<file path="config.mk">
export PLATFORM = sky130hd
export DESIGN_NAME = ipv6_address_text_compressor_core_flat
export DESIGN_NICKNAME = d
export VERILOG_FILES = /design/src/rtl/ipv6c_pkg.sv /design/src/rtl/ipv6c_addr_if.sv /design/src/rtl/ipv6c_char_if.sv /design/src/rtl/ipv6c_run_finder.sv /design/src/rtl/ipv6c_text_emitter.sv /design/src/rtl/ipv6_address_text_compressor_core.sv /design/src/flat_wrapper.sv
export SDC_FILE = /design/constraint.sdc
export NUM_CORES = 1
export LEC_CHECK = 0
export BUFFER_PORTS_ARGS = -buffer_cell sky130_fd_sc_hd__clkbuf_2
export CAP_MARGIN = 20
export CORE_AREA = 2 2 149 151
export CTS_CLUSTER_SIZE = 12
export DETAILED_ROUTE_END_ITERATION = 16
export DIE_AREA = 0 0 151 153
export SKIP_LAST_GASP = 1
export SYNTH_ARGS = -nofsm -noshare
export SYNTH_HDL_FRONTEND = slang
export SYNTH_SLANG_ARGS = --single-unit
</file>
<file path="constraint.sdc">
create_clock -name clk -period 5.2 [get_ports clk]
set_input_delay 0.78 -clock clk [delete_from_list [all_inputs] [get_ports clk]]
set_output_delay 0.78 -clock clk [all_outputs]
set_load 0.03 [all_outputs]
</file>
<file path="src/rtl/ipv6c_pkg.sv">
`default_nettype none
package ipv6c_pkg;

  localparam int NUM_GROUPS = 8;
  localparam int GROUP_W    = 16;
  localparam int GRP_IW     = $clog2(NUM_GROUPS);
  localparam int GRP_CW     = $clog2(NUM_GROUPS + 1);

  localparam logic [7:0] CHAR_0     = 8'h30;
  localparam logic [7:0] CHAR_A     = 8'h61;
  localparam logic [7:0] CHAR_COLON = 8'h3a;

  typedef struct packed {
    logic              compress;
    logic [GRP_IW-1:0] start;
    logic [GRP_CW-1:0] len;
  } run_t;

  function automatic logic [7:0] hex_char(input logic [3:0] nib);
    if (nib < 4'd10) begin
      return CHAR_0 + {4'b0000, nib};
    end
    return CHAR_A + {4'b0000, nib} - 8'd10;
  endfunction

endpackage
`default_nettype wire

</file>
<file path="src/rtl/ipv6c_addr_if.sv">
`default_nettype none
interface ipv6c_addr_if;
  logic        valid;
  logic        ready;
  logic [15:0] group_0;
  logic [15:0] group_1;
  logic [15:0] group_2;
  logic [15:0] group_3;
  logic [15:0] group_4;
  logic [15:0] group_5;
  logic [15:0] group_6;
  logic [15:0] group_7;

  modport source (
    output valid, group_0, group_1, group_2, group_3,
           group_4, group_5, group_6, group_7,
    input  ready
  );
  modport sink (
    input  valid, group_0, group_1, group_2, group_3,
           group_4, group_5, group_6, group_7,
    output ready
  );
endinterface
`default_nettype wire

</file>
<file path="src/rtl/ipv6c_char_if.sv">
`default_nettype none
interface ipv6c_char_if;
  logic       valid;
  logic       ready;
  logic [7:0] text_char;
  logic       last_char;

  modport source (output valid, text_char, last_char, input ready);
  modport sink (input valid, text_char, last_char, output ready);
endinterface
`default_nettype wire

</file>
<file path="src/rtl/ipv6c_run_finder.sv">
`default_nettype none
module ipv6c_run_finder import ipv6c_pkg::*; (
  input  logic                  clk,
  input  logic                  rst,
  input  logic                  start,
  input  logic [NUM_GROUPS-1:0] zero_flags,
  output logic                  done,
  output run_t                  run
);

  logic              busy;
  logic [GRP_CW-1:0] idx;
  logic [GRP_CW-1:0] cnt;
  logic [GRP_CW-1:0] longest;
  logic [GRP_IW-1:0] best_start;
  logic              best_int;

  logic at_end;
  logic zero;
  logic interior;
  logic take;

  // one group per cycle through a single compare/update step
  always_comb begin
    at_end   = (idx == GRP_CW'(NUM_GROUPS));
    zero     = !at_end && zero_flags[idx[GRP_IW-1:0]];
    interior = (idx != cnt) && !at_end;
    // later run wins a tie unless it would trade an interior run for an end one
    take     = (cnt >= GRP_CW'(2)) &&
               ((cnt > longest) || ((cnt == longest) && (interior || !best_int)));
  end

  always_ff @(posedge clk) begin
    if (rst) begin
      busy       <= 1'b0;
      done       <= 1'b0;
      idx        <= '0;
      cnt        <= '0;
      longest    <= '0;
      best_start <= '0;
      best_int   <= 1'b0;
    end else begin
      done <= 1'b0;
      if (start) begin
        busy       <= 1'b1;
        idx        <= '0;
        cnt        <= '0;
        longest    <= '0;
        best_start <= '0;
        best_int   <= 1'b0;
      end else if (busy) begin
        if (zero) begin
          cnt <= cnt + GRP_CW'(1);
        end else begin
          if (take) begin
            longest    <= cnt;
            best_start <= GRP_IW'(idx - cnt);
            best_int   <= interior;
          end
          cnt <= '0;
        end
        if (at_end) begin
          busy <= 1'b0;
          done <= 1'b1;
        end else begin
          idx <= idx + GRP_CW'(1);
        end
      end
    end
  end

  assign run.compress = (longest >= GRP_CW'(2));
  assign run.start    = best_start;
  assign run.len      = longest;

endmodule
`default_nettype wire

</file>
<file path="src/rtl/ipv6c_text_emitter.sv">
`default_nettype none
module ipv6c_text_emitter import ipv6c_pkg::*; (
  input  logic                clk,
  input  logic                rst,
  input  logic                start,
  input  run_t                run,
  output logic [GRP_IW-1:0]   rd_index,
  input  logic [GROUP_W-1:0]  rd_group,
  output logic                busy,
  ipv6c_char_if.source        text
);

  typedef enum logic [2:0] {E_IDLE, E_SEP, E_DIG, E_DC1, E_DC2} em_state_t;

  em_state_t         state;
  logic [GRP_CW-1:0] g;
  logic [1:0]        nib;
  logic              started;
  logic              out_valid;
  logic [7:0]        out_char;
  logic              out_last;

  logic [3:0]        nib_val;
  logic              show;
  logic              emit_now;
  logic [7:0]        emit_char;
  logic              is_last;
  logic              adv;
  logic [GRP_CW-1:0] run_end;

  function automatic em_state_t enter_state(input logic [GRP_CW-1:0] gn, input logic need);
    if (run.compress && (gn == GRP_CW'(run.start))) begin
      return E_DC1;
    end
    if (need) begin
      return E_SEP;
    end
    return E_DIG;
  endfunction

  assign rd_index = g[GRP_IW-1:0];
  assign run_end  = GRP_CW'(run.start) + run.len;
  assign adv      = !out_valid || text.ready;
  assign busy     = (state != E_IDLE);

  always_comb begin
    nib_val   = rd_group[{nib, 2'b00} +: 4];
    show      = (nib_val != 4'd0) || started || (nib == 2'd0);
    emit_now  = 1'b0;
    emit_char = CHAR_COLON;
    case (state)
      E_SEP, E_DC1, E_DC2: emit_now = 1'b1;
      E_DIG: begin
        emit_now  = show;
        emit_char = hex_char(nib_val);
      end
      default: emit_now = 1'b0;
    endcase
    is_last = ((state == E_DIG) && (nib == 2'd0) && (g == GRP_CW'(NUM_GROUPS - 1))) ||
              ((state == E_DC2) && (run_end == GRP_CW'(NUM_GROUPS)));
  end

  always_ff @(posedge clk) begin
    if (rst) begin
      state     <= E_IDLE;
      out_valid <= 1'b0;
      g         <= '0;
      nib       <= 2'd3;
      started   <= 1'b0;
    end else begin
      if (adv) begin
        out_valid <= emit_now;
        if (emit_now) begin
          out_char <= emit_char;
          out_last <= is_last;
        end
      end
      case (state)
        E_IDLE: begin
          if (start) begin
            g       <= '0;
            nib     <= 2'd3;
            started <= 1'b0;
            state   <= enter_state('0, 1'b0);
          end
        end
        E_SEP: begin
          if (adv) state <= E_DIG;
        end
        E_DIG: begin
          if (adv) begin
            if (nib == 2'd0) begin
              if (g == GRP_CW'(NUM_GROUPS - 1)) begin
                state <= E_IDLE;
              end else begin
                g       <= g + GRP_CW'(1);
                nib     <= 2'd3;
                started <= 1'b0;
                state   <= enter_state(g + GRP_CW'(1), 1'b1);
              end
            end else begin
              nib     <= nib - 2'd1;
              started <= started | show;
            end
          end
        end
        E_DC1: begin
          if (adv) state <= E_DC2;
        end
        E_DC2: begin
          if (adv) begin
            if (run_end == GRP_CW'(NUM_GROUPS)) begin
              state <= E_IDLE;
            end else begin
              g       <= run_end;
              nib     <= 2'd3;
              started <= 1'b0;
              state   <= enter_state(run_end, 1'b0);
            end
          end
        end
        default: state <= E_IDLE;
      endcase
    end
  end

  assign text.valid     = out_valid;
  assign text.text_char = out_char;
  assign text.last_char = out_last;

endmodule
`default_nettype wire

</file>
<file path="src/rtl/ipv6_address_text_compressor_core.sv">
`default_nettype none
// channel  dir  word                              handshake
// addr     in   group_0 .. group_7, 16 bit each   valid / ready
// text     out  text_char (8 bit), last_char      valid / ready
//
// One address at a time: the address is loaded, the zero run is scanned and handed
// over, then the sequencer steps through every hex nibble slot (leading zeros
// included) and every colon, and the core goes back to idle.
// The scan compare unit and the nibble-by-nibble text sequencer do this work.
// rst is synchronous and clears all control state. A stalled text output holds
// the sequencer; addr.ready is high only between addresses.
module ipv6_address_text_compressor_core import ipv6c_pkg::*; (
  input  logic         clk,
  input  logic         rst,
  ipv6c_addr_if.sink   addr,
  ipv6c_char_if.source text
);

  typedef enum logic [1:0] {S_IDLE, S_FIND, S_EMIT} top_state_t;

  top_state_t          state;
  logic [GROUP_W-1:0]  held_groups [NUM_GROUPS];
  logic [GROUP_W-1:0]  in_groups   [NUM_GROUPS];
  logic [NUM_GROUPS-1:0] zero_flags;

  logic              accept;
  logic              find_done;
  logic              emit_start;
  logic              emit_busy;
  run_t              run;
  logic [GRP_IW-1:0] rd_index;
  logic [GROUP_W-1:0] rd_group;

  always_comb begin
    in_groups[0] = addr.group_0;
    in_groups[1] = addr.group_1;
    in_groups[2] = addr.group_2;
    in_groups[3] = addr.group_3;
    in_groups[4] = addr.group_4;
    in_groups[5] = addr.group_5;
    in_groups[6] = addr.group_6;
    in_groups[7] = addr.group_7;
  end

  assign addr.ready = (state == S_IDLE);
  assign accept     = addr.valid && addr.ready;
  assign emit_start = (state == S_FIND) && find_done;
  assign rd_group   = held_groups[rd_index];

  always_ff @(posedge clk) begin
    if (accept) begin
      for (int i = 0; i < NUM_GROUPS; i++) begin
        held_groups[i] <= in_groups[i];
        zero_flags[i]  <= (in_groups[i] == '0);
      end
    end
  end

  always_ff @(posedge clk) begin
    if (rst) begin
      state <= S_IDLE;
    end else begin
      case (state)
        S_IDLE: if (accept) state <= S_FIND;
        S_FIND: if (find_done) state <= S_EMIT;
        S_EMIT: if (!emit_busy) state <= S_IDLE;
        default: state <= S_IDLE;
      endcase
    end
  end

  ipv6c_run_finder u_finder (
    .clk        (clk),
    .rst        (rst),
    .start      (accept),
    .zero_flags (zero_flags),
    .done       (find_done),
    .run        (run)
  );

  ipv6c_text_emitter u_emitter (
    .clk      (clk),
    .rst      (rst),
    .start    (emit_start),
    .run      (run),
    .rd_index (rd_index),
    .rd_group (rd_group),
    .busy     (emit_busy),
    .text     (text)
  );

endmodule
`default_nettype wire
</file>
<file path="src/flat_wrapper.sv">
// flat-port wrapper written by rule: the top's interface ports become plain ports
module ipv6_address_text_compressor_core_flat import ipv6c_pkg::*;
  (clk, rst, addr_valid, addr_group_0, addr_group_1, addr_group_2, addr_group_3, addr_group_4, addr_group_5, addr_group_6, addr_group_7, addr_ready, text_valid, text_text_char, text_last_char, text_ready);
  ipv6c_addr_if addr_i ();
  ipv6c_char_if text_i ();
  input  logic clk;
  input  logic rst;
  input wire logic [$bits(addr_i.valid)-1:0] addr_valid;
  input wire logic [$bits(addr_i.group_0)-1:0] addr_group_0;
  input wire logic [$bits(addr_i.group_1)-1:0] addr_group_1;
  input wire logic [$bits(addr_i.group_2)-1:0] addr_group_2;
  input wire logic [$bits(addr_i.group_3)-1:0] addr_group_3;
  input wire logic [$bits(addr_i.group_4)-1:0] addr_group_4;
  input wire logic [$bits(addr_i.group_5)-1:0] addr_group_5;
  input wire logic [$bits(addr_i.group_6)-1:0] addr_group_6;
  input wire logic [$bits(addr_i.group_7)-1:0] addr_group_7;
  output wire logic [$bits(addr_i.ready)-1:0] addr_ready;
  output wire logic [$bits(text_i.valid)-1:0] text_valid;
  output wire logic [$bits(text_i.text_char)-1:0] text_text_char;
  output wire logic [$bits(text_i.last_char)-1:0] text_last_char;
  input wire logic [$bits(text_i.ready)-1:0] text_ready;
  assign addr_i.valid = addr_valid;
  assign addr_i.group_0 = addr_group_0;
  assign addr_i.group_1 = addr_group_1;
  assign addr_i.group_2 = addr_group_2;
  assign addr_i.group_3 = addr_group_3;
  assign addr_i.group_4 = addr_group_4;
  assign addr_i.group_5 = addr_group_5;
  assign addr_i.group_6 = addr_group_6;
  assign addr_i.group_7 = addr_group_7;
  assign addr_ready = addr_i.ready;
  assign text_valid = text_i.valid;
  assign text_text_char = text_i.text_char;
  assign text_last_char = text_i.last_char;
  assign text_i.ready = text_ready;
  ipv6_address_text_compressor_core u_core (.clk(clk), .rst(rst), .addr(addr_i), .text(text_i));
endmodule
</file>
# Word-level counts from Yosys, hierarchy flattened

Memories as Yosys holds them, arrays and structs flattened. A register that Yosys moved wholly into a read port is not among the register bits.
Cells that the tools add are included.

$add $sub $neg: 9
$lt $le $gt $ge: 5
Bitwise operators: 5
Mux-type cells: 78
Reduce and logical (&&, ||, !) cells: 46
Shift operators: 1
Equal/unequal tests: 25

Operator list:

| kind                | count |
|---|---|
| $logic_not 16->1    | 8 |
| $mux 3              | 16 |
| $mux 1              | 36 |
| $mux 4              | 7 |
| $mux 2              | 10 |
| $ne 2x2->1 const B  | 9 |
| $mux 8              | 2 |
| $shiftx 16x5->4     | 1 |
| $pmux 3 s5          | 1 |
| $add 4x1->4 const B | 3 |
| $logic_and 1x1->1   | 12 |
| $pmux 2 s3          | 2 |
| $pmux 4 s3          | 1 |
| $reduce_and 6->1    | 2 |
| $reduce_and 3->1    | 3 |
| $add 7x4->8 const A | 1 |
| $eq 4x3->1          | 2 |
| $eq 4x4->1 const B  | 2 |
| $ge 4x2->1 const B  | 2 |
| $sub 8x4->8 const B | 1 |
| $add 6x4->7 const A | 1 |
| $reduce_and 7->1    | 1 |
| $eq 3x2->1 const B  | 2 |
| $logic_not 3->1     | 2 |
| other kinds (28)    | 42 |

Input bits: 132
Register bits: 48
Output and inout port bits: 11
Logic and storage cells: 186
Memory bits (writable): 128
Memories kept: 1

Memories:

| memory             | depth | width | rd ports | clocked after memory_dff | wr ports | RTL line                                | source |
|---|---|---|---|---|---|---|---|
| u_core.held_groups | 8     | 16    | 1        | 1                        | 8        | ipv6_address_text_compressor_core.sv:22 | `logic [GROUP_W-1:0] held_groups [NUM_GROUPS];` |

# Longest topological paths before layout

Gate-level depths: netlist (run 1).

Depth after elaboration: 21
Gate-level depth with buffers: 11
Gate-level depth less buffers: 8

# By module

A second synthesis (run 1) with hierarchy kept.

Cell total of the unflattened synthesis: 533
Area, all modules: 8120.3 um2

Modules (own cells, without submodules):

| module                            | seq. area each (um2) | instances | area an instance (um2) | cells an instance |
|---|---|---|---|---|
| ipv6_address_text_compressor_core | 4124.0               | 1         | 5519.0                 | 244 |
| ipv6c_text_emitter                | 460.4                | 1         | 1541.5                 | 173 |
| ipv6c_run_finder                  | 360.3                | 1         | 1059.8                 | 116 |

# Worst setup path before layout (run 1)

No wires, ideal clock.

Path type: flip-flop to flip-flop
From: register u_core.state[0]
To: memory u_core.held_groups[0][0], enable pin
Stages on the path, launching flop included: 4
Data arrival time: 3.595 ns
Slack: 1.116 ns
Clock period less this slack: 4.084 ns
Path buffers: 0
Required time: 4.712 ns
Setup time: 0.488 ns
Cells stage by stage: dfxtp_1 nor2_1 nand2_1 inv_1

RTL lines:

| what                   | RTL line                                | source |
|---|---|---|
| from (decl)            | ipv6_address_text_compressor_core.sv:21 | `top_state_t state;` |
| from (signal assigned) | ipv6_address_text_compressor_core.sv:61 | `state <= S_IDLE;` |
| from (signal assigned) | ipv6_address_text_compressor_core.sv:64 | `S_IDLE: if (accept) state <= S_FIND;` |
| from (signal assigned) | ipv6_address_text_compressor_core.sv:65 | `S_FIND: if (find_done) state <= S_EMIT;` |
| to (decl)              | ipv6_address_text_compressor_core.sv:22 |  |

==> report_table.html, run 1 <==
<table>
<tr><th>Metric</th><th>Value</th></tr>
<tr><th colspan="2">Setup path</th></tr>
<tr><td>CP max FO</td><td>14</td></tr>
<tr><td>Kind of end point of the critical path</td><td>flop</td></tr>
<tr><td>CP Launch Type</td><td>flop</td></tr>
<tr><td>Data arrival, critical path</td><td>3570 ps</td></tr>
<tr><td>Startpoint-to-endpoint class of the critical path</td><td>flop to flop</td></tr>
<tr><td>Critical path data required time</td><td>5240 ps</td></tr>
<tr><th colspan="2">Die</th></tr>
<tr><td>Chip Width</td><td>151 µm</td></tr>
<tr><td>Standard cell core area</td><td>21490 µm²</td></tr>
<tr><td>Die outline area</td><td>23100 µm²</td></tr>
<tr><td>Initial Util</td><td>37.43%</td></tr>
<tr><td>Number of placement rows</td><td>54</td></tr>
<tr><td>Vertical die dimension</td><td>153 µm</td></tr>
<tr><td>Number of top-level pins</td><td>143</td></tr>
<tr><th colspan="2">Timing</th></tr>
<tr><td>Final worst-path cycle share</td><td>67.80%</td></tr>
<tr><td>Count of final setup violators</td><td>0</td></tr>
<tr><td>Post-Route Skew</td><td>6.364 ps</td></tr>
<tr><td>Setup repair after global routing missed its margin</td><td>no</td></tr>
<tr><td>Final period demand of the worst path</td><td>3526 ps</td></tr>
<tr><td>Setup total negative slack</td><td>0 ps</td></tr>
<tr><td>Peak clock frequency supported by timing</td><td>283.6 MHz</td></tr>
<tr><td>Max-Slew Margin vs Limit</td><td>36.95%</td></tr>
<tr><td>Transition time at the pin with the least slew margin</td><td>943.9 ps</td></tr>
<tr><td>Final slew viol count</td><td>0</td></tr>
<tr><td>Hold violation count in the final report</td><td>0</td></tr>
<tr><th colspan="2">GRT</th></tr>
<tr><td>Total global routing overflow</td><td>0</td></tr>
<tr><td>Met3 capacity usage during global routing</td><td>3.313%</td></tr>
<tr><td>Busiest grt layer</td><td>met2</td></tr>
<tr><td>Initial antenna violation count</td><td>0</td></tr>
<tr><td>Met2 GRT Util</td><td>27.75%</td></tr>
<tr><td>Met1 usage in global routing</td><td>24.96%</td></tr>
<tr><td>Wire length of the first global-routing pass</td><td>31530 µm</td></tr>
<tr><td>Maximum number of pins on one net before global-route repair</td><td>52</td></tr>
<tr><td>Number of global-route vias before repair</td><td>5513</td></tr>
<tr><td>Total GRT Usage</td><td>18.26%</td></tr>
<tr><th colspan="2">Clock network</th></tr>
<tr><td>Clk_lat worst skew</td><td>420 ps</td></tr>
<tr><td>CTS resizes</td><td>0</td></tr>
<tr><td>Maximum buffer depth of the clock tree</td><td>2</td></tr>
<tr><td>H-tree levels</td><td>4</td></tr>
<tr><td>Sink count of the clock tree</td><td>178</td></tr>
<tr><td>Clock root buffer</td><td>clkbuf_16</td></tr>
<tr><td>TritonCTS clock tree</td><td>done</td></tr>
<tr><td>Clk slew on worst S/H paths</td><td>60 ps</td></tr>
<tr><td>Number of clock buffers inserted by TritonCTS</td><td>17</td></tr>
<tr><td>Total of hold buffers inserted after clock tree synthesis</td><td>0</td></tr>
<tr><td>Post CTS Setup Buffer Count</td><td>0</td></tr>
<tr><th colspan="2">Worst hold path</th></tr>
<tr><td>Class of the worst hold path</td><td>flop to flop</td></tr>
<tr><th colspan="2">Cells and area</th></tr>
<tr><td>Number of nets in the layout</td><td>837</td></tr>
<tr><td>Final design instance area without fill</td><td>9495 µm²</td></tr>
<tr><td>Layout cell share with drive strength beyond 1</td><td>31.85%</td></tr>
<tr><td>Diodes inserted</td><td>0</td></tr>
<tr><td>Area grow syn2layout</td><td>18.06%</td></tr>
<tr><th colspan="2">Routing</th></tr>
<tr><td>Post-route DRC</td><td>0</td></tr>
<tr><td>Aggregate routed wire length</td><td>20320 µm</td></tr>
<tr><td>Post-DR wirelength/cell</td><td>20.80 µm</td></tr>
<tr><td>Total via count in the routed design</td><td>5431</td></tr>
<tr><td>Detail Route Antenna Nets</td><td>0</td></tr>
<tr><td>Per-cell via count in the routed design</td><td>5.559</td></tr>
<tr><td>DRT iter0 DRCs</td><td>583</td></tr>
<tr><td>Detailed-routing iteration count for the pre-antenna-repair pass</td><td>6</td></tr>
<tr><th colspan="2">Place</th></tr>
<tr><td>Placer's final routability congestion estimate</td><td>0.8727</td></tr>
<tr><td>Post-detailed-placement half-perimeter wirelength</td><td>15870 µm</td></tr>
<tr><td>Port Buf Inserts</td><td>141</td></tr>
<tr><td>Post-placement cell area</td><td>8979 µm²</td></tr>
<tr><th colspan="2">Synthesis</th></tr>
<tr><td>Distinct cells, synth</td><td>63</td></tr>
<tr><td>Mapped cell area</td><td>8043 µm²</td></tr>
<tr><td>Dominant register cell in the synthesized netlist</td><td>edfxtp_1</td></tr>
<tr><td>Async S/R FF share, synth</td><td>0%</td></tr>
<tr><td>Synthesized Nets</td><td>698</td></tr>
<tr><td>Yosys warning count</td><td>0</td></tr>
<tr><td>Post-synthesis sequential element count</td><td>178</td></tr>
<tr><td>Average footprint of a synthesized cell</td><td>14.70 µm²</td></tr>
<tr><td>Share of the yosys chip area belonging to registers</td><td>62.23%</td></tr>
<tr><td>Post-synth EDFFs</td><td>144</td></tr>
<tr><td>Gate count after technology mapping</td><td>547</td></tr>
<tr><th colspan="2">Power and ir drop</th></tr>
<tr><td>Worst-case vdd ir drop</td><td>0.2066 mV</td></tr>
<tr><td>Net switching component of the power</td><td>0.6525 mW</td></tr>
<tr><td>Final Total Pwr</td><td>2.948 mW</td></tr>
<tr><td>Internal power contribution</td><td>2.296 mW</td></tr>
<tr><td>Power density cells</td><td>310.5 nW/µm²</td></tr>
<tr><td>Leakage power figure</td><td>3.418 nW</td></tr>
<tr><td>Relative contribution of combinational cells to total power</td><td>5.8%</td></tr>
<tr><td>Fraction of power consumed by sequential logic</td><td>55.6%</td></tr>
<tr><td>Switching fraction of total power</td><td>22.13%</td></tr>
<tr><td>Power share of the clock group</td><td>38.6%</td></tr>
<tr><th colspan="2">Status</th></tr>
<tr><td>Outcome</td><td>finished, final reports clean</td></tr>
<tr><th colspan="2">Run</th></tr>
<tr><td>Maxcap violations</td><td>0</td></tr>
</table>
[sequential cells by signal (all words and copies together) (netlist names), 2 cells and up, named ones only]
register	cells
u_core.u_finder.best_start	3
u_core.u_finder.cnt	4
u_core.u_emitter.state	3
u_core.u_emitter.text.text_char	7
u_core.u_emitter.g	4
u_core.u_finder.idx	4
u_core.zero_flags	8
u_core.held_groups	128
u_core.state	2
u_core.u_emitter.nib	2
u_core.u_finder.longest	4
[per-stage QoR]
stage          util (%)  instances  hold WS [ps]  worst slack, ps
5_1_grt           44.19        977         516.6             1373
6_report          44.19        977         473.9             1674
2_1_floorplan         -        547         439.0             1116
3_5_place_dp      41.79        947         464.9             1632
4_1_cts           44.19        977         471.6             1615
3_3_place_gp      41.79        947         463.4             1789
[cells in the final DEF, fill, tap and decap left out, types with 10 or more instances in the layout]
master,n
mux4_2,36
inv_1,13
nand4_1,10
xnor2_1,10
clkbuf_16,17
dfxtp_1,33
edfxtp_1,144
nand3_1,10
clkbuf_2,141
nor4_1,33
o22ai_1,13
nand2_1,24
o21ai_0,13
ha_1,17
a21oi_1,25
nor2_1,23
nor3_1,14
[final cells by class]
type                    count  area (µm²)
multi-input cells         328        2824
clock inverters            11       83.83
flip-flops and latches    178        5006
fillers                  1948       11990
repair buffers            145       735.7
well taps                 280       350.3
inverters                  16       62.56
clock buffers              19       432.9
[per-layer routing]
layer	vias to the layer above	part of all wire, %
met5	-	0
met4	0	4.3
met3	47	6.8
met2	292	46
met1	2612	43
li1	2480	-
[worst paths after layout]
| check | start | endpoint | slack, ps | cells past startpoint |
|---|---|---|---|---|
| max | flop | u_core.u_emitter.text.text_char[3] | 1670 | 8 |
| min | u_core.state[1] | u_core.state[0] | 470 | 1 |
| max reg2reg | flop | u_core.u_emitter.text.text_char[3] | 1670 | 8 |
| min reg2reg | u_core.state[1] | u_core.state[0] | 470 | 1 |
[cells by family after synthesis]
| logic type | after synthesis | synth area share (%) |
|---|---|---|
| AND/OR/NAND/NOR | 156 | 11.57 |
| other | 2 | 0.09338 |
| buffers and inverters | 41 | 2.722 |
| XOR/XNOR | 19 | 2.069 |
| flip-flops | 178 | 62.23 |
| adder cells (fa/ha/maj) | 19 | 3.142 |
| AO/OA/AOI/OAI | 91 | 7.312 |
| multiplexers | 41 | 10.86 |
[worst max-delay path, stage by stage, from the launching register on]
cell and delay (ps):
dfxtp_1 740, buf_4 340, mux4_2 220, o22ai_1 130, nor4_4 380, inv_2 100, ha_1 210, nor4b_2 190
a2111oi_2 830
[cells in the mapped netlist (all sizes together) (11+ instances only)]
master | instances | area share, %
edfxtp | 144 | 54
mux4 | 36 | 10
nor4 | 36 | 3.4
dfxtp | 34 | 8.5
a21oi | 25 | 1.6
nand2 | 24 | 1.1
nor2 | 23 | 1.1
ha | 17 | 2.6
o21ai | 16 | 1.0
inv | 15 | 0.70
clkbuf | 14 | 0.65
nor3 | 14 | 0.87
o22ai | 14 | 1.2
buf | 11 | 1.3
[power groups by stage]
stage / clock network, mW / registers [mW] / logic [mW]
final: 1.14 / 1.64 / 0.171
after global routing: 1.22 / 1.64 / 0.186
after CTS: 1.16 / 1.64 / 0.172
after detailed placement: 0 / 1.67 / 0.172
after global placement: 0 / 1.67 / 0.166
after floorplan: 0 / 1.66 / 0.0789
Power figures use the tool's default switching activity.
==> inputs of run 2 (changes only) <==
--- a/config.mk
+++ b/config.mk
@@ -5,12 +5,13 @@
 export SDC_FILE = /design/constraint.sdc
 export NUM_CORES = 1
 export LEC_CHECK = 0
+export ABC_AREA = 1
 export BUFFER_PORTS_ARGS = -buffer_cell sky130_fd_sc_hd__clkbuf_2
 export CAP_MARGIN = 20
-export CORE_AREA = 2 2 149 151
+export CORE_AREA = 2 2 150 152
 export CTS_CLUSTER_SIZE = 12
 export DETAILED_ROUTE_END_ITERATION = 16
-export DIE_AREA = 0 0 151 153
+export DIE_AREA = 0 0 152 154
 export SKIP_LAST_GASP = 1
 export SYNTH_ARGS = -nofsm -noshare
 export SYNTH_HDL_FRONTEND = slang
==> constraint.sdc (replaced) <==
create_clock -name clk -period 3.1 [get_ports clk]
set_input_delay 0.465 -clock clk [delete_from_list [all_inputs] [get_ports clk]]
set_output_delay 0.465 -clock clk [all_outputs]
set_load 0.03 [all_outputs]
==> report_table.html, run 2 <==
<table>
<tr><th>Metric</th><th>Value</th></tr>
<tr><th colspan="2">Setup path</th></tr>
<tr><td>Critical path data required time</td><td>3250 ps (-1990 ps)</td></tr>
<tr><td>Kind of end point of the critical path</td><td>flop</td></tr>
<tr><td>Capture instance of the worst register-to-register path</td><td>u_core.u_emitter.text.text_char[1]</td></tr>
<tr><td>CP Launch Type</td><td>flop</td></tr>
<tr><td>Combined buffer and inverter count along the critical path</td><td>4 (+2)</td></tr>
<tr><td>Crit-path cells</td><td>inv_2, buf_4, o21ai_0, o221ai_1, nand3_1, o211ai_1, nand2_1, ha_1, inv_1, nor2_1, nand4_1, nand2_1, nand2_1, nand2_1, nor2_1, buf_4</td></tr>
<tr><td>Crit-path most repeated cell</td><td>nand2_1</td></tr>
<tr><td>Startpoint-to-endpoint class of the critical path</td><td>flop to flop</td></tr>
<tr><td>Number of cells traversed by the worst register-to-register path</td><td>16 (+8)</td></tr>
<tr><td>Data arrival, critical path</td><td>2780 ps (-790 ps)</td></tr>
<tr><td>CP max FO</td><td>21 (+7)</td></tr>
<tr><td>Reg-to-reg setup timing slack</td><td>470 ps (-1210 ps)</td></tr>
<tr><td>Delay-heaviest family, CP</td><td>buffers and inverters</td></tr>
<tr><td>Cell with the biggest individual delay on the critical path</td><td>dfxtp_2</td></tr>
<tr><td>Peak per-stage delay on the critical path</td><td>340 ps (-490 ps)</td></tr>
<tr><th colspan="2">Synthesis</th></tr>
<tr><td>Yosys warning count</td><td>0 (unchanged)</td></tr>
<tr><td>Distinct cells, synth</td><td>41 (-35%)</td></tr>
<tr><td>Post-synthesis sequential element count</td><td>178 (unchanged)</td></tr>
<tr><td>Proportion of synthesized area in mux cells</td><td>0% (-11 points)</td></tr>
<tr><td>Largest family of logic cells by synthesized area</td><td>simple AND/OR/NAND/NOR gates</td></tr>
<tr><td>Fraction of the mapped netlist area in compound gates</td><td>6.283% (-1.0 points)</td></tr>
<tr><td>Mapped cell area</td><td>8105 µm² (+0.78%)</td></tr>
<tr><td>Average footprint of a synthesized cell</td><td>10.26 µm² (-30%)</td></tr>
<tr><td>Area share of and/or/nand/nor cells after synthesis</td><td>22.48% (+11 points)</td></tr>
<tr><td>Most used standard cells in the synthesized netlist</td><td>nand2_1, edfxtp_1, nand3_1</td></tr>
<tr><td>Share of the yosys chip area belonging to registers</td><td>61.75% (-0.48 points)</td></tr>
<tr><td>Biggest area contributors in the synthesized netlist</td><td>edfxtp_1, nand2_1, dfxtp_1</td></tr>
<tr><td>Dominant register cell in the synthesized netlist</td><td>edfxtp_1</td></tr>
<tr><td>Gate count after technology mapping</td><td>790 (+44%)</td></tr>
<tr><td>Post-synth EDFFs</td><td>144 (unchanged)</td></tr>
<tr><td>Adder-Cell Fraction of Synth Area</td><td>3.118% (-0.024 points)</td></tr>
<tr><td>Biggest area consumer among synthesized cells</td><td>edfxtp_1</td></tr>
<tr><td>Synthesized Nets</td><td>941 (+35%)</td></tr>
<tr><td>Share of the synthesized netlist area taken by xor and xnor gates</td><td>1.081% (-0.99 points)</td></tr>
<tr><td>Async S/R FF share, synth</td><td>0% (unchanged)</td></tr>
<tr><td>Dominant cell by count in the synthesized netlist</td><td>nand2_1</td></tr>
<tr><td>Top-area cell type share of the netlist area</td><td>53.35% (-0.41 points)</td></tr>
<tr><th colspan="2">Die</th></tr>
<tr><td>Number of top-level pins</td><td>143 (unchanged)</td></tr>
<tr><td>Vertical die dimension</td><td>154 µm (+0.65%)</td></tr>
<tr><td>Die outline area</td><td>23410 µm² (+1.3%)</td></tr>
<tr><td>Chip Width</td><td>152 µm (+0.66%)</td></tr>
<tr><td>Standard cell core area</td><td>21690 µm² (+0.94%)</td></tr>
<tr><td>Initial Util</td><td>37.37% (-0.061 points)</td></tr>
<tr><td>Number of placement rows</td><td>54 (unchanged)</td></tr>
<tr><th colspan="2">Routing</th></tr>
<tr><td>DRT iter0 DRCs</td><td>608 (+4.3%)</td></tr>
<tr><td>Post-route DRC</td><td>0 (unchanged)</td></tr>
<tr><td>Per-cell via count in the routed design</td><td>5.082 (-8.6%)</td></tr>
<tr><td>Detailed-routing iteration count for the pre-antenna-repair pass</td><td>5 (-1)</td></tr>
<tr><td>Total via count in the routed design</td><td>6210 (+14%)</td></tr>
<tr><td>Detail Route Antenna Nets</td><td>0 (unchanged)</td></tr>
<tr><td>Post-DR wirelength/cell</td><td>16.78 µm (-19%)</td></tr>
<tr><td>Aggregate routed wire length</td><td>20510 µm (+0.92%)</td></tr>
<tr><th colspan="2">Worst hold path</th></tr>
<tr><td>Hold Startpoint</td><td>addr_group_3[2]</td></tr>
<tr><td>Worst hold path cell count</td><td>1 (unchanged)</td></tr>
<tr><td>Class of the worst hold path</td><td>primary input to flop</td></tr>
<tr><td>Worst Hold End</td><td>u_core.held_groups[3][2]</td></tr>
<tr><th colspan="2">Clock network</th></tr>
<tr><td>Number of clock buffers inserted by TritonCTS</td><td>17 (unchanged)</td></tr>
<tr><td>Total of hold buffers inserted after clock tree synthesis</td><td>0 (unchanged)</td></tr>
<tr><td>Clk slew on worst S/H paths</td><td>80 ps (+20 ps)</td></tr>
<tr><td>CTS resizes</td><td>0 (unchanged)</td></tr>
<tr><td>TritonCTS clock tree</td><td>done</td></tr>
<tr><td>Clk_lat worst skew</td><td>440 ps (+20 ps)</td></tr>
<tr><td>Post CTS Setup Buffer Count</td><td>0 (unchanged)</td></tr>
<tr><td>H-tree levels</td><td>4 (unchanged)</td></tr>
<tr><td>Clock root buffer</td><td>clkbuf_16</td></tr>
<tr><td>Maximum buffer depth of the clock tree</td><td>2 (unchanged)</td></tr>
<tr><td>Sink count of the clock tree</td><td>178 (unchanged)</td></tr>
<tr><th colspan="2">Cells and area</th></tr>
<tr><td>Layout cell share with drive strength beyond 1</td><td>21.44% (-10 points)</td></tr>
<tr><td>Leading cell type in the layout, fill and taps excluded</td><td>nand2_1</td></tr>
<tr><td>Non-filler cells in the finished layout</td><td>1222 (+25%)</td></tr>
<tr><td>Number of nets in the layout</td><td>1080 (+29%)</td></tr>
<tr><td>Area grow syn2layout</td><td>18.99%</td></tr>
<tr><td>Diodes inserted</td><td>0 (unchanged)</td></tr>
<tr><td>Top library cells by usage in the layout, fill and taps aside</td><td>nand2_1, edfxtp_1, clkbuf_2</td></tr>
<tr><td>Most flop-heavy register</td><td>u_core.held_groups</td></tr>
<tr><td>Largest register FFs</td><td>128 (unchanged)</td></tr>
<tr><td>Final core occ</td><td>44.47% (+0.27 points)</td></tr>
<tr><th colspan="2">GRT</th></tr>
<tr><td>Initial antenna violation count</td><td>0 (unchanged)</td></tr>
<tr><td>Total GRT Usage</td><td>17.88% (-0.38 points)</td></tr>
<tr><td>Maximum number of pins on one net before global-route repair</td><td>137 (+160%)</td></tr>
<tr><td>Number of global-route vias before repair</td><td>5930 (+7.6%)</td></tr>
<tr><td>Total global routing overflow</td><td>0 (unchanged)</td></tr>
<tr><td>Wire length of the first global-routing pass</td><td>32360 µm (+2.6%)</td></tr>
<tr><th colspan="2">Timing</th></tr>
<tr><td>Peak clock frequency supported by timing</td><td>380.0 MHz (+34%)</td></tr>
<tr><td>Final slew viol count</td><td>0 (unchanged)</td></tr>
<tr><td>Hold violation count in the final report</td><td>0 (unchanged)</td></tr>
<tr><td>Final worst-path cycle share</td><td>84.90% (+17 points)</td></tr>
<tr><td>Post-Route Skew</td><td>13.72 ps (+7.352 ps)</td></tr>
<tr><td>Final period demand of the worst path</td><td>2632 ps (-893.9 ps)</td></tr>
<tr><td>Transition time at the pin with the least slew margin</td><td>854.4 ps (-89.57 ps)</td></tr>
<tr><td>Max-Slew Margin vs Limit</td><td>43.04% (+6.1 points)</td></tr>
<tr><td>Count of final setup violators</td><td>0 (unchanged)</td></tr>
<tr><td>Setup repair after global routing missed its margin</td><td>no</td></tr>
<tr><th colspan="2">Place</th></tr>
<tr><td>Placer's final routability congestion estimate</td><td>0.8559 (-1.9%)</td></tr>
<tr><td>Post-detailed-placement half-perimeter wirelength</td><td>15040 µm (-5.2%)</td></tr>
<tr><td>Port Buf Inserts</td><td>141 (unchanged)</td></tr>
<tr><td>Placed Instances</td><td>1190 (+26%)</td></tr>
<tr><th colspan="2">Power and ir drop</th></tr>
<tr><td>Worst-case vdd ir drop</td><td>0.3491 mV (+69%)</td></tr>
<tr><td>Leakage power figure</td><td>3.834 nW (+12%)</td></tr>
<tr><td>Power density cells</td><td>771.9 nW/µm² (+150%)</td></tr>
<tr><th colspan="2">Run</th></tr>
<tr><td>Maxcap violations</td><td>0 (unchanged)</td></tr>
<tr><th colspan="2">Status</th></tr>
<tr><td>Outcome</td><td>finished, final reports clean</td></tr>
</table>
## run 2: cell families after synthesis
group | after synthesis
simple gates | 416
flops | 178
compound gates | 87
buf+inv | 78
fa+ha+maj | 19
xor+xnor | 10
other cells | 2
## run 2: stage by stage
step	hold slack [ps]	setup TNS, ps	area [µm²]	setup WS, ps	power [mW]
CTS	196.5	0	9644	467.5	7.452
global route	201.4	0	9644	218.7	7.880
detailed placement	464.9	0	9056	485.6	5.303
finish	210.0	0	9644	468.2	7.445
floorplan	445.0	-80.88	8139	-22.18	4.751
global placement	458.2	0	9056	510.6	5.289
## run 2: area by class of cell
cell class	instances	area (µm²)
clock inverters	15	162.7
fillers	2073	12040
multi-input cells	534	2703
inverters	48	183.9
repair buffers	150	810.8
well taps	280	350.3
flip-flops and latches	178	5009
clock buffers	17	425.4
## run 2: report_power, final
group	internal [mW]	leakage [nW]	switching, mW
Clock	1.14	0.285	1.02
Combinational	0.738	1.89	1.60
Sequential	2.83	1.66	0.116
## run 2: how the worst max path moves through the flow
stage                     slack, ps  cells after the start                            endpoint
after floorplan                 -20                      6          u_core.u_finder.longest[1]
after global placement          510                     16  u_core.u_emitter.text.text_char[6]
after detailed placement        490                     16  u_core.u_emitter.text.text_char[1]
after CTS                       470                     16  u_core.u_emitter.text.text_char[1]
after global routing            220                     18  u_core.u_emitter.text.text_char[0]
final                           470                     16  u_core.u_emitter.text.text_char[1]
## run 2: routing by layer
| metal | global-route usage, % | up-vias | share of wire, % |
|---|---|---|---|
| li1 | - | 3065 | - |
| met1 | 25.27 | 2921 | 47 |
| met2 | 27.22 | 203 | 44 |
| met3 | 4.059 | 21 | 6.3 |
| met4 | 6.053 | 0 | 2.0 |
| met5 | 0 | - | 0 |
==> inputs of run 3 (changes only) <==
==> constraint.sdc (replaced) <==
create_clock -name clk -period 2.7 [get_ports clk]
set_input_delay 0.405 -clock clk [delete_from_list [all_inputs] [get_ports clk]]
set_output_delay 0.405 -clock clk [all_outputs]
set_load 0.03 [all_outputs]
==> report_table.html, run 3 (same netlist as run 2, synthesis figures left out) <==
<table>
<tr><th>Metric</th><th>Value</th></tr>
<tr><th colspan="2">GRT</th></tr>
<tr><td>Initial antenna violation count</td><td>0 (unchanged)</td></tr>
<tr><td>Maximum number of pins on one net before global-route repair</td><td>137 (unchanged)</td></tr>
<tr><td>Total global routing overflow</td><td>0 (unchanged)</td></tr>
<tr><td>Total GRT Usage</td><td>17.62% (-0.26 points)</td></tr>
<tr><td>Number of global-route vias before repair</td><td>5870 (-1.0%)</td></tr>
<tr><td>Wire length of the first global-routing pass</td><td>31820 µm (-1.7%)</td></tr>
<tr><th colspan="2">Timing</th></tr>
<tr><td>Transition time at the pin with the least slew margin</td><td>764.7 ps (-89.65 ps)</td></tr>
<tr><td>Hold violation count in the final report</td><td>0 (unchanged)</td></tr>
<tr><td>Count of final setup violators</td><td>0 (unchanged)</td></tr>
<tr><td>Post-Route Skew</td><td>11.37 ps (-2.343 ps)</td></tr>
<tr><td>Setup repair after global routing missed its margin</td><td>no</td></tr>
<tr><td>Final period demand of the worst path</td><td>2463 ps (-168.8 ps)</td></tr>
<tr><td>Max-Slew Margin vs Limit</td><td>49.02% (+6.0 points)</td></tr>
<tr><td>Peak clock frequency supported by timing</td><td>406.0 MHz (+6.9%)</td></tr>
<tr><td>Setup total negative slack</td><td>0 ps (unchanged)</td></tr>
<tr><td>Worst Hold Slack</td><td>145.0 ps (-64.99 ps)</td></tr>
<tr><td>Final slew viol count</td><td>0 (unchanged)</td></tr>
<tr><td>Final worst-path cycle share</td><td>91.22% (+6.3 points)</td></tr>
<tr><th colspan="2">Die</th></tr>
<tr><td>Die outline area</td><td>23410 µm² (unchanged)</td></tr>
<tr><td>Vertical die dimension</td><td>154 µm (unchanged)</td></tr>
<tr><td>Standard cell core area</td><td>21690 µm² (unchanged)</td></tr>
<tr><td>Initial Util</td><td>37.37% (unchanged)</td></tr>
<tr><td>Number of placement rows</td><td>54 (unchanged)</td></tr>
<tr><td>Chip Width</td><td>152 µm (unchanged)</td></tr>
<tr><td>Number of top-level pins</td><td>143 (unchanged)</td></tr>
<tr><th colspan="2">Cells and area</th></tr>
<tr><td>Diodes inserted</td><td>0 (unchanged)</td></tr>
<tr><td>Area grow syn2layout</td><td>21.32%</td></tr>
<tr><td>Most flop-heavy register</td><td>u_core.held_groups</td></tr>
<tr><td>Largest register FFs</td><td>128 (unchanged)</td></tr>
<tr><td>Layout cell share with drive strength beyond 1</td><td>22.29% (+0.85 points)</td></tr>
<tr><td>Number of nets in the layout</td><td>1089 (+0.83%)</td></tr>
<tr><td>Top library cells by usage in the layout, fill and taps aside</td><td>nand2_1, edfxtp_1, clkbuf_2</td></tr>
<tr><td>Final core occ</td><td>45.34% (+0.87 points)</td></tr>
<tr><td>Leading cell type in the layout, fill and taps excluded</td><td>nand2_1</td></tr>
<tr><td>Non-filler cells in the finished layout</td><td>1231 (+0.74%)</td></tr>
<tr><th colspan="2">Clock network</th></tr>
<tr><td>Clk_lat worst skew</td><td>440 ps (about the same)</td></tr>
<tr><td>H-tree levels</td><td>4 (unchanged)</td></tr>
<tr><td>Maximum buffer depth of the clock tree</td><td>2 (unchanged)</td></tr>
<tr><td>Sink count of the clock tree</td><td>178 (unchanged)</td></tr>
<tr><td>Number of clock buffers inserted by TritonCTS</td><td>17 (unchanged)</td></tr>
<tr><td>Clock root buffer</td><td>clkbuf_16</td></tr>
<tr><td>TritonCTS clock tree</td><td>done</td></tr>
<tr><td>Clk slew on worst S/H paths</td><td>80 ps (about the same)</td></tr>
<tr><th colspan="2">Worst hold path</th></tr>
<tr><td>Hold Startpoint</td><td>addr_group_3[1]</td></tr>
<tr><td>Worst Hold End</td><td>u_core.held_groups[3][1]</td></tr>
<tr><td>Class of the worst hold path</td><td>primary input to flop</td></tr>
<tr><td>Worst hold path cell count</td><td>1 (unchanged)</td></tr>
<tr><th colspan="2">Setup path</th></tr>
<tr><td>Crit-path most repeated cell</td><td>nand2_1</td></tr>
<tr><td>Cell with the biggest individual delay on the critical path</td><td>dfxtp_4</td></tr>
<tr><td>Data arrival, critical path</td><td>2610 ps (-170 ps)</td></tr>
<tr><td>Combined buffer and inverter count along the critical path</td><td>4 (unchanged)</td></tr>
<tr><td>Critical path data required time</td><td>2850 ps (-400 ps)</td></tr>
<tr><td>Reg-to-reg setup timing slack</td><td>240 ps (-230 ps)</td></tr>
<tr><td>Crit-path cells</td><td>inv_4, buf_6, nor2_1, o22ai_1, o21ai_0, o211ai_1, nand2_1, ha_1, inv_1, nor2_1, nand4_1, nand2_1, nand2_1, nand2_1, nor2_1, buf_4</td></tr>
<tr><td>Capture instance of the worst register-to-register path</td><td>u_core.u_emitter.text.text_char[5]</td></tr>
<tr><td>Kind of end point of the critical path</td><td>flop</td></tr>
<tr><td>CP max FO</td><td>10 (-52%)</td></tr>
<tr><td>Number of cells traversed by the worst register-to-register path</td><td>16 (unchanged)</td></tr>
<tr><td>Startpoint-to-endpoint class of the critical path</td><td>flop to flop</td></tr>
<tr><td>CP Launch Type</td><td>flop</td></tr>
<tr><td>Delay-heaviest family, CP</td><td>simple AND/OR/NAND/NOR gates</td></tr>
<tr><td>Peak per-stage delay on the critical path</td><td>380 ps (+40 ps)</td></tr>
<tr><th colspan="2">Place</th></tr>
<tr><td>Post-detailed-placement half-perimeter wirelength</td><td>15240 µm (+1.3%)</td></tr>
<tr><td>Port Buf Inserts</td><td>141 (unchanged)</td></tr>
<tr><td>Placer's final routability congestion estimate</td><td>0.8434 (-1.5%)</td></tr>
<tr><td>Placed Instances</td><td>1195 (+0.42%)</td></tr>
<tr><th colspan="2">Routing</th></tr>
<tr><td>Post-DR wirelength/cell</td><td>16.82 µm (+0.25%)</td></tr>
<tr><td>Detailed-routing iteration count for the pre-antenna-repair pass</td><td>5 (unchanged)</td></tr>
<tr><td>Aggregate routed wire length</td><td>20710 µm (+0.99%)</td></tr>
<tr><td>Post-route DRC</td><td>0 (unchanged)</td></tr>
<tr><td>Per-cell via count in the routed design</td><td>5.062 (-0.40%)</td></tr>
<tr><td>Total via count in the routed design</td><td>6231 (+0.34%)</td></tr>
<tr><td>Detail Route Antenna Nets</td><td>0 (unchanged)</td></tr>
<tr><td>DRT iter0 DRCs</td><td>512 (-16%)</td></tr>
<tr><th colspan="2">Power and ir drop</th></tr>
<tr><td>Leakage power figure</td><td>3.926 nW (+2.4%)</td></tr>
<tr><td>Power density cells</td><td>896.4 nW/µm² (+16%)</td></tr>
<tr><td>Worst-case vdd ir drop</td><td>0.4214 mV (+21%)</td></tr>
<tr><th colspan="2">Run</th></tr>
<tr><td>Maxcap violations</td><td>0 (unchanged)</td></tr>
<tr><th colspan="2">Status</th></tr>
<tr><td>Outcome</td><td>finished, final reports clean</td></tr>
</table>
## run 3: cell count changes in the layout (fill, tap and decap cells not counted), moves of 2 or more
cell and change:
clkinv_8 +6, clkbuf_16 +3, buf_4 +2, buf_8 +2, clkinv_2 -2, dfxtp_4 +2
inv_2 -2
## run 3: what timing repair did
action	4_1_cts	5_1_grt
gates resized for setup	0	13
hold buffers	0	0
buffers inserted	0	2
setup endpoints to repair	0	8
## run 3: area by class of cell
| class | instances | area [µm²] |
|---|---|---|
| clock buffer | 17 | 425.4 |
| clock inverter | 15 | 200.2 |
| fill | 2019 | 11860 |
| inverter | 48 | 191.4 |
| multi-input combinational | 534 | 2689 |
| sequential | 178 | 5015 |
| tap | 280 | 350.3 |
| timing repair buffer | 159 | 962.2 |
## run 3: metrics by stage
stage	setup slack [ps]	power, mW	cell area, µm²
final	237.0	8.815	9833
after detailed placement	140.9	6.116	9092
after global routing	3.353	9.331	9833
after CTS	127.8	8.610	9718
after global placement	195.0	6.100	9092
after floorplan	-439.4	5.452	8125
## run 3: metal layers
| metal | global-route usage [%] | wire, µm | share of wire [%] | vias up |
|---|---|---|---|---|
| li1 | - | - | - | 3083 |
| met5 | 0 | 0 | 0 | - |
| met4 | 5.207 | 309 | 1.5 | 0 |
| met3 | 4.115 | 1366 | 6.6 | 21 |
| met1 | 24.83 | 9533 | 46 | 2883 |
| met2 | 27.20 | 9499 | 46 | 244 |
## run 3: worst reg2reg max path, stage by stage (launching register included)
cell and delay (ps):
dfxtp_4 380, inv_4 120, buf_6 150, nor2_1 50, o22ai_1 170, o21ai_0 90, o211ai_1 270, nand2_1 160
ha_1 200, inv_1 50, nor2_1 40, nand4_1 80, nand2_1 50, nand2_1 50, nand2_1 60, nor2_1 90
buf_4 170
## run 3: how the worst max path moves through the flow
stage | slack (ps) | start | depth (start not counted) | endpoint
floorplan | -440 | u_core.state[0] | 7 | u_core.u_finder.longest[1]
global placement | 200 | flop | 17 | u_core.u_emitter.text.text_char[0]
detailed placement | 140 | flop | 17 | u_core.u_emitter.text.text_char[5]
CTS | 130 | flop | 17 | u_core.u_emitter.text.last_char
global route | 3 | flop | 16 | u_core.u_emitter.text.last_char
finish | 240 | flop | 16 | u_core.u_emitter.text.text_char[5]
## run 3: where the power goes
part | switching (mW) | internal [mW] | leakage, nW
combinational | 1.85 | 1.03 | 1.97
sequential | 0.169 | 3.25 | 1.66
clock | 1.24 | 1.27 | 0.296
total | 3.26 | 5.55 | 3.93
